--- src/rtl/assert_macros.svh ---
// assertion macros included by the top-level rtl file
`ifndef ASSERT_MACROS_SVH
`define ASSERT_MACROS_SVH
`ifndef SYNTHESIS
`define ASSERT_CLK(label, clk, rst_n, prop) \
  label: assert property (@(posedge clk) disable iff (!rst_n) prop) \
    else $error("assertion failed");
`define ASSERT_RST(label, clk, rst_n, prop) \
  label: assert property (@(posedge clk) !rst_n |=> prop) \
    else $error("assertion failed after reset");
`else
`define ASSERT_CLK(label, clk, rst_n, prop)
`define ASSERT_RST(label, clk, rst_n, prop)
`endif
`endif

--- src/rtl/obwf_pkg.sv ---
// types, constants and helpers for the oriented box wall force cell
`default_nettype none
package obwf_pkg;
  localparam int unsigned GridDim = 256;
  localparam int unsigned IdxW = 8;
  localparam int unsigned CfgIdxW = 3;

  localparam logic [CfgIdxW-1:0] RegRotX = 3'd0;
  localparam logic [CfgIdxW-1:0] RegRotY = 3'd1;
  localparam logic [CfgIdxW-1:0] RegRotZ = 3'd2;
  localparam logic [CfgIdxW-1:0] RegCentre = 3'd3;
  localparam logic [CfgIdxW-1:0] RegHalf = 3'd4;
  localparam logic [CfgIdxW-1:0] RegVel = 3'd5;
  localparam logic [CfgIdxW-1:0] RegGain = 3'd6;
  localparam logic [CfgIdxW-1:0] RegCell = 3'd7;

  localparam logic [1:0] KindNone = 2'd0;
  localparam logic [1:0] KindInside = 2'd1;
  localparam logic [1:0] KindTouch = 2'd2;

  // position in 1/512 units: (2*idx+1)*cell up to ~2^25, +-2 cells
  localparam int unsigned PosW = 28;
  // relative position: pos - 2*centre
  localparam int unsigned RelW = 29;
  // rotated coordinate: 3 products of 16x29
  localparam int unsigned RotW = 47;
  localparam int unsigned RedW = 34;

  typedef struct packed {
    logic [7:0] cell_i;
    logic [7:0] cell_j;
    logic [7:0] cell_k;
    logic signed [15:0] fluid_vx;
    logic signed [15:0] fluid_vy;
    logic signed [15:0] fluid_vz;
    logic signed [31:0] force_in_x;
    logic signed [31:0] force_in_y;
    logic signed [31:0] force_in_z;
    logic done_in;
  } in_beat_t;

  typedef struct packed {
    logic signed [31:0] force_out_x;
    logic signed [31:0] force_out_y;
    logic signed [31:0] force_out_z;
    logic done_out;
    logic [1:0] contact_kind;
  } out_beat_t;

  typedef struct packed {
    logic [47:0] rot_x;
    logic [47:0] rot_y;
    logic [47:0] rot_z;
    logic [47:0] centre;
    logic [47:0] half;
    logic [47:0] vel;
    logic [15:0] gain;
    logic [15:0] cell_len;
  } cfg_t;

  // per item data carried alongside the geometry
  typedef struct packed {
    logic signed [31:0] fx;
    logic signed [31:0] fy;
    logic signed [31:0] fz;
    logic signed [RedW-1:0] rx;
    logic signed [RedW-1:0] ry;
    logic signed [RedW-1:0] rz;
    logic done;
    logic active;
  } side_t;

  function automatic logic signed [15:0] lane_s(input logic [47:0] r, input int unsigned a);
    lane_s = r[16*a +: 16];
  endfunction

  function automatic logic signed [31:0] sat32(input logic signed [RedW+2:0] v);
    if (v > $signed({{(RedW-29){1'b0}}, 32'h7fffffff})) begin
      sat32 = 32'sh7fffffff;
    end else if (v < -$signed({{(RedW-29){1'b0}}, 32'h80000000})) begin
      sat32 = 32'sh80000000;
    end else begin
      sat32 = v[31:0];
    end
  endfunction
endpackage
`default_nettype wire

--- src/rtl/obwf_regs.sv ---
// configuration register file
`default_nettype none
module obwf_regs (
  input  wire logic clk_i,
  input  wire logic rst_ni,
  input  wire logic cfg_valid_i,
  output logic cfg_ready_o,
  input  wire logic [obwf_pkg::CfgIdxW-1:0] cfg_index_i,
  input  wire logic [47:0] cfg_data_i,
  output obwf_pkg::cfg_t cfg_o
);
  import obwf_pkg::*;
  cfg_t cfg_q;
  assign cfg_ready_o = 1'b1;
  assign cfg_o = cfg_q;
  always_ff @(posedge clk_i or negedge rst_ni) begin
    if (!rst_ni) begin
      cfg_q.rot_x <= 48'd16384;
      cfg_q.rot_y <= 48'd1073741824;
      cfg_q.rot_z <= 48'd70368744177664;
      cfg_q.centre <= '0;
      cfg_q.half <= '0;
      cfg_q.vel <= '0;
      cfg_q.gain <= '0;
      cfg_q.cell_len <= 16'd256;
    end else if (cfg_valid_i) begin
      unique case (cfg_index_i)
        RegRotX: cfg_q.rot_x <= cfg_data_i;
        RegRotY: cfg_q.rot_y <= cfg_data_i;
        RegRotZ: cfg_q.rot_z <= cfg_data_i;
        RegCentre: cfg_q.centre <= cfg_data_i;
        RegHalf: cfg_q.half <= cfg_data_i;
        RegVel: cfg_q.vel <= cfg_data_i;
        RegGain: cfg_q.gain <= cfg_data_i[15:0];
        RegCell: cfg_q.cell_len <= cfg_data_i[15:0];
        default: ;
      endcase
    end
  end
endmodule
`default_nettype wire

--- config.mk ---
export PLATFORM = sky130hd
export DESIGN_NAME = obwf_regs
export DESIGN_NICKNAME = d
export VERILOG_FILES = /design/src/rtl/assert_macros.svh /design/src/rtl/obwf_pkg.sv /design/src/rtl/obwf_regs.sv
export SDC_FILE = /design/constraint.sdc
export NUM_CORES = 1
export LEC_CHECK = 0
export BUFFER_PORTS_ARGS = -buffer_cell sky130_fd_sc_hd__buf_2
export CORE_MARGIN = 3
export CORE_UTILIZATION = 51
export DETAILED_ROUTE_END_ITERATION = 10
export GPL_ROUTABILITY_DRIVEN = 0
export PLACE_DENSITY = 0.83
export SLEW_MARGIN = 30
export SYNTH_ARGS = -nofsm -noshare
export SYNTH_HDL_FRONTEND = slang
export SYNTH_SLANG_ARGS = --single-unit
--- constraint.sdc ---
create_clock -name clk_i -period 1.21 [get_ports clk_i]
set_clock_uncertainty 0.15 [all_clocks]
set_input_delay 0.121 -clock clk_i [delete_from_list [all_inputs] [get_ports clk_i]]
set_output_delay 0.121 -clock clk_i [all_outputs]
set_load 0.005 [all_outputs]
# Yosys cells after proc, flatten, opt, wreduce, memory -nomap -nowiden

Index checks and enable logic that the tools add are counted.
Widths: inputs -> output; s select.

Bits in registers: 320
Bits in latches: 0
Memory bits (writable): 0
Bits in read-only memories: 0
Input port bits: 54
Memories kept: 0

$add $sub $neg: 0
Multipliers: 0
Divide/modulo/power cells: 0
$lt $le $gt $ge: 0
Eq/ne operators: 7
Shift operators: 0
Muxes and demuxes: 0
Bitwise operators: 0
Reduce and logical (&&, ||, !) cells: 9

Operator list:

| kind               | count |
|---|---|
| $reduce_and 2->1   | 8 |
| $eq 3x3->1 const B | 4 |
| $eq 3x2->1 const B | 2 |
| $eq 3x1->1 const B | 1 |
| $logic_not 3->1    | 1 |

# Longest topological paths before layout

Depth in word-level cells: 2
Depth in mapped cells: 5
Mapped depth without buffers: 2

# Worst setup path after synthesis

Ideal clock, no wire load.

Path kind: in2reg
Start: input cfg_index_i[1] in the netlist's numbering
End: register cfg_q (netlist bit cfg_o[283])
Setup time: 0.125 ns
Arrival: 1.218 ns
Path slack: -0.283 ns
Cell stages on the path: 5
Buffers on the path: 3
Cells stage by stage: buf_2 nor4b_4 buf_4 buf_6 mux2_2

Cells in the longest elaborated chain, start to end: 2

RTL lines:

| item                              | line            | RTL |
|---|---|---|
| start: declaration                | obwf_regs.sv:8  | `input wire logic [obwf_pkg::CfgIdxW-1:0] cfg_index_i,` |
| $logic_not 3->1                   | obwf_regs.sv:27 | `unique case (cfg_index_i)` |
| $reduce_and 2->1 (no source line) | --              |  |
| end: declaration                  | obwf_regs.sv:13 | `cfg_t cfg_q;` |

No other way between the ends.
A chain may end at the register's enable or synchronous reset.

# Worst setup path in the final report

Start: register cfg_q (netlist bit cfg_o[222])
End: output cfg_o[222] in the netlist's numbering

RTL lines:

| item             | line            | RTL |
|---|---|---|
| end: declaration | obwf_regs.sv:10 | `output obwf_pkg::cfg_t cfg_o` |

No word-level cell between the ends.

==> flow_metrics.env <==
export IMPL_status="finished with violations"
export IMPL_violated_checks="negative hold slack, negative setup slack"
export IMPL_cts_buffer_depth=3
export IMPL_final_min_clock_period_ns=1.47
export IMPL_crit_end_element="output port"
export IMPL_yosysSeqAreaShare=0.667
export IMPL_drt_iter0_markers=682
export IMPL_placement_io_buffers=373
export IMPL_dieArea_um2=25400
export IMPL_timing_max_cap_violations=0
export IMPL_postRouteWirelength_mm=43.3
export IMPL_reg2reg_to="cfg_o[309]"
export IMPL_tritoncts="built"
export IMPL_floorplan_io_pins=375
export IMPL_ys_top_cells_by_area="dfrtp_1 66%, mux2_2 30%, buf_6 1.4%"
export IMPL_first_global_vias=9656
export IMPL_detail_route_first_pass_iterations=5
export IMPL_path_class="flop to output port"
export IMPL_largest_reg_flops=320
export IMPL_grt_use_total=0.295
export IMPL_finalHoldViolations=20
export IMPL_hpwlAfterDp_mm=22.4
export IMPL_hold_slack_ns=-0.0645
export IMPL_nNetsFinal=1429
export IMPL_grt_max_degree=65
export IMPL_num_rows=55
export IMPL_combined_area_of_the_multi_input_logic_cells_um2=4170
export IMPL_yosys_register_bits=320
export IMPL_power_ir_vdd_worst_uv=1450
export IMPL_syn_mean_instance_area_um2=17.5
export IMPL_drive_gt1_frac=0.731
export IMPL_final_core_util=0.804
export IMPL_grt_overflow_total=0
export IMPL_grt_antenna_before_repair=0
export IMPL_ctsHoldBuffers=49
export IMPL_timing_critical_path_slowest_cell_delay_ns=0.57
export IMPL_timing_critical_path_max_delay_family="flip-flops"
export IMPL_post_synth_top_area_cell="dfrtp_1"
export IMPL_achievable_frequency_mhz=680
export IMPL_postSynthNetCount=739
export IMPL_crit_path_cell_trace="buf_2"
export IMPL_layout_area_seq_um2=8010
export IMPL_route_detailed_vias_per_inst=5.40
export IMPL_power_per_cell_area_nw_per_um2=1920
export IMPL_route_vias_total=9242
export IMPL_cts_buffers_inserted=34
export IMPL_cp_required_ns=0.94
export IMPL_ff2ff_path_depth=3
export IMPL_fin_crit_sh=1.22
export IMPL_initial_core_utilization=0.524
export IMPL_largest_fanout_of_any_net_on_the_critical_path=2
export IMPL_remaining_drc_errors=0
export IMPL_syn_instance_count=685
export IMPL_rsz0062_at_grt="true"
export IMPL_worst_setup_path_start_kind="flop"
export IMPL_wl_per_instance_um=25.3
export IMPL_die_height_um=159
export IMPL_clk_pin_slew_worst_paths_ns=0.06
export IMPL_clk_root_buffer_cell="clkbuf_16"
export IMPL_crit_path_top_delay_cell="dfstp_2"
export IMPL_reg_to_reg_setup_timing_slack_ns=-0.07
export IMPL_route_antenna_remaining_nets=0
export IMPL_num_fill_cells=1126
export IMPL_grt_first_pass_wirelength_mm=58.4
export IMPL_mappedNetlistArea_um2=12000
export IMPL_n_antenna_cell=0
export IMPL_yosysWarnings=0
export IMPL_finalSetupViolations=331
export IMPL_timing_setup_tns_ns=-26.57
export IMPL_r2r_start="cfg_o[309]"
export IMPL_maxSlewViolCount=0
export IMPL_netlist_cell_type_count=14
export IMPL_coreArea_um2=22900
export IMPL_power_leakage_nw=9.29
export IMPL_netlist_area_leader_share=0.659
export IMPL_syn_to_final_growth_pct=53.5
export IMPL_ctsHtreeMaxLevel=2
export IMPL_hp_class="input pin to async pin"
export IMPL_clock_insertion_delay_worst_skew_ns=0.49
export IMPL_timing_critical_path_buf_inv=1
export IMPL_die_w_um=159
export IMPL_worst_endpoint_arrival_ns=1.20
export IMPL_final_setup_worst_slack_ns=-0.260
export IMPL_clock_sinks=320
==> cells in the mapped netlist (all sizes together) <==
library cell and number:
dfrtp 316, nand4b 3, buf 36, and4bb 3, conb 1, nor4b 1, mux2 320, nand4 1
dfstp 4
==> cell usage in the layout, fill, tap and decap left out <==
master	netlist	layout
clkbuf_8	0	10
inv_6	0	1
clkinvlp_4	0	1
nand4b_1	2	2
nand4_2	1	1
buf_6	15	14
and4bb_4	0	3
buf_12	0	20
dfstp_2	4	4
dfrtp_1	316	316
mux2_4	0	119
buf_8	0	1
nand4b_2	1	1
clkbuf_16	0	35
clkbuf_1	0	9
dlygate4sd3_1	0	49
conb_1	1	1
mux2_2	315	201
buf_2	19	358
clkinv_2	0	3
nor4b_4	1	1
buf_4	2	248
bufinv_16	0	2
==> cells by family (layout without fill, tap and decap cells) <==
logic type,after synthesis,after routing,synth area share
simple gates,8,8,0.00886
flops,320,320,0.667
mux,320,320,0.300
other cells,1,1,0.000312
buf+inv,36,751,0.0232
==> layout make-up <==
cell class                      instances  area share
Tap cell                              313      0.0212
Sequential cell                       320       0.435
Timing Repair Buffer                  690       0.256
Multi-Input combinational cell        329       0.226
Clock inverter                          7     0.00496
Clock buffer                           54      0.0568
==> how the worst max path moves through the flow <==
stage,from,end,slack (ns),cells after the start
6_report,cfg_o[222],cfg_o[222],-0.26,1
5_1_grt,cfg_o[222],cfg_o[222],-0.26,1
4_1_cts,cfg_o[286],cfg_o[286],-0.23,1
3_5_place_dp,cfg_index_i[1],cfg_o[314],-0.35,5
3_3_place_gp,cfg_index_i[1],cfg_o[303],-0.30,5
2_1_floorplan,cfg_index_i[1],cfg_o[283],-0.23,5
==> power breakdown <==
| part | internal (mW) | switching, mW | total (mW) |
|---|---|---|---|
| Clock | 6.37 | 4.28 | 10.7 |
| Combinational | 6.13 | 3.91 | 10.0 |
| Sequential | 13.1 | 1.56 | 14.7 |
| Total | 25.6 | 9.75 | 35.4 |
==> per-stage QoR <==
stage | cells | total power, mW | instance area (um2) | setup WS [ns]
6_report | 1713 | 35.4 | 18400 | -0.260
5_1_grt | 1713 | 36.5 | 18400 | -0.265
4_1_cts | 1613 | 33.2 | 17600 | -0.228
3_5_place_dp | 1378 | 21.3 | 15000 | -0.347
3_3_place_gp | 1378 | 20.9 | 15000 | -0.304
2_1_floorplan | 685 | 17.4 | 12600 | -0.228
==> metal layers <==
layer | vias up | routed length [um] | GRT usage
li1 | 3807 | - | -
met5 | - | 0 | 0
met3 | 156 | 4040 | 0.0905
met4 | 0 | 2130 | 0.115
met1 | 4718 | 15600 | 0.348
met2 | 561 | 21500 | 0.508
==> repair_timing <==
item / CTS / global route
endpoints found under the setup margin: 320 / 320
setup buffers: 125 / 100
gates resized for setup: 5 / 11
endpoints found under the hold margin: 640 / 20
No activity file was read; power rests on OpenSTA's default activity.
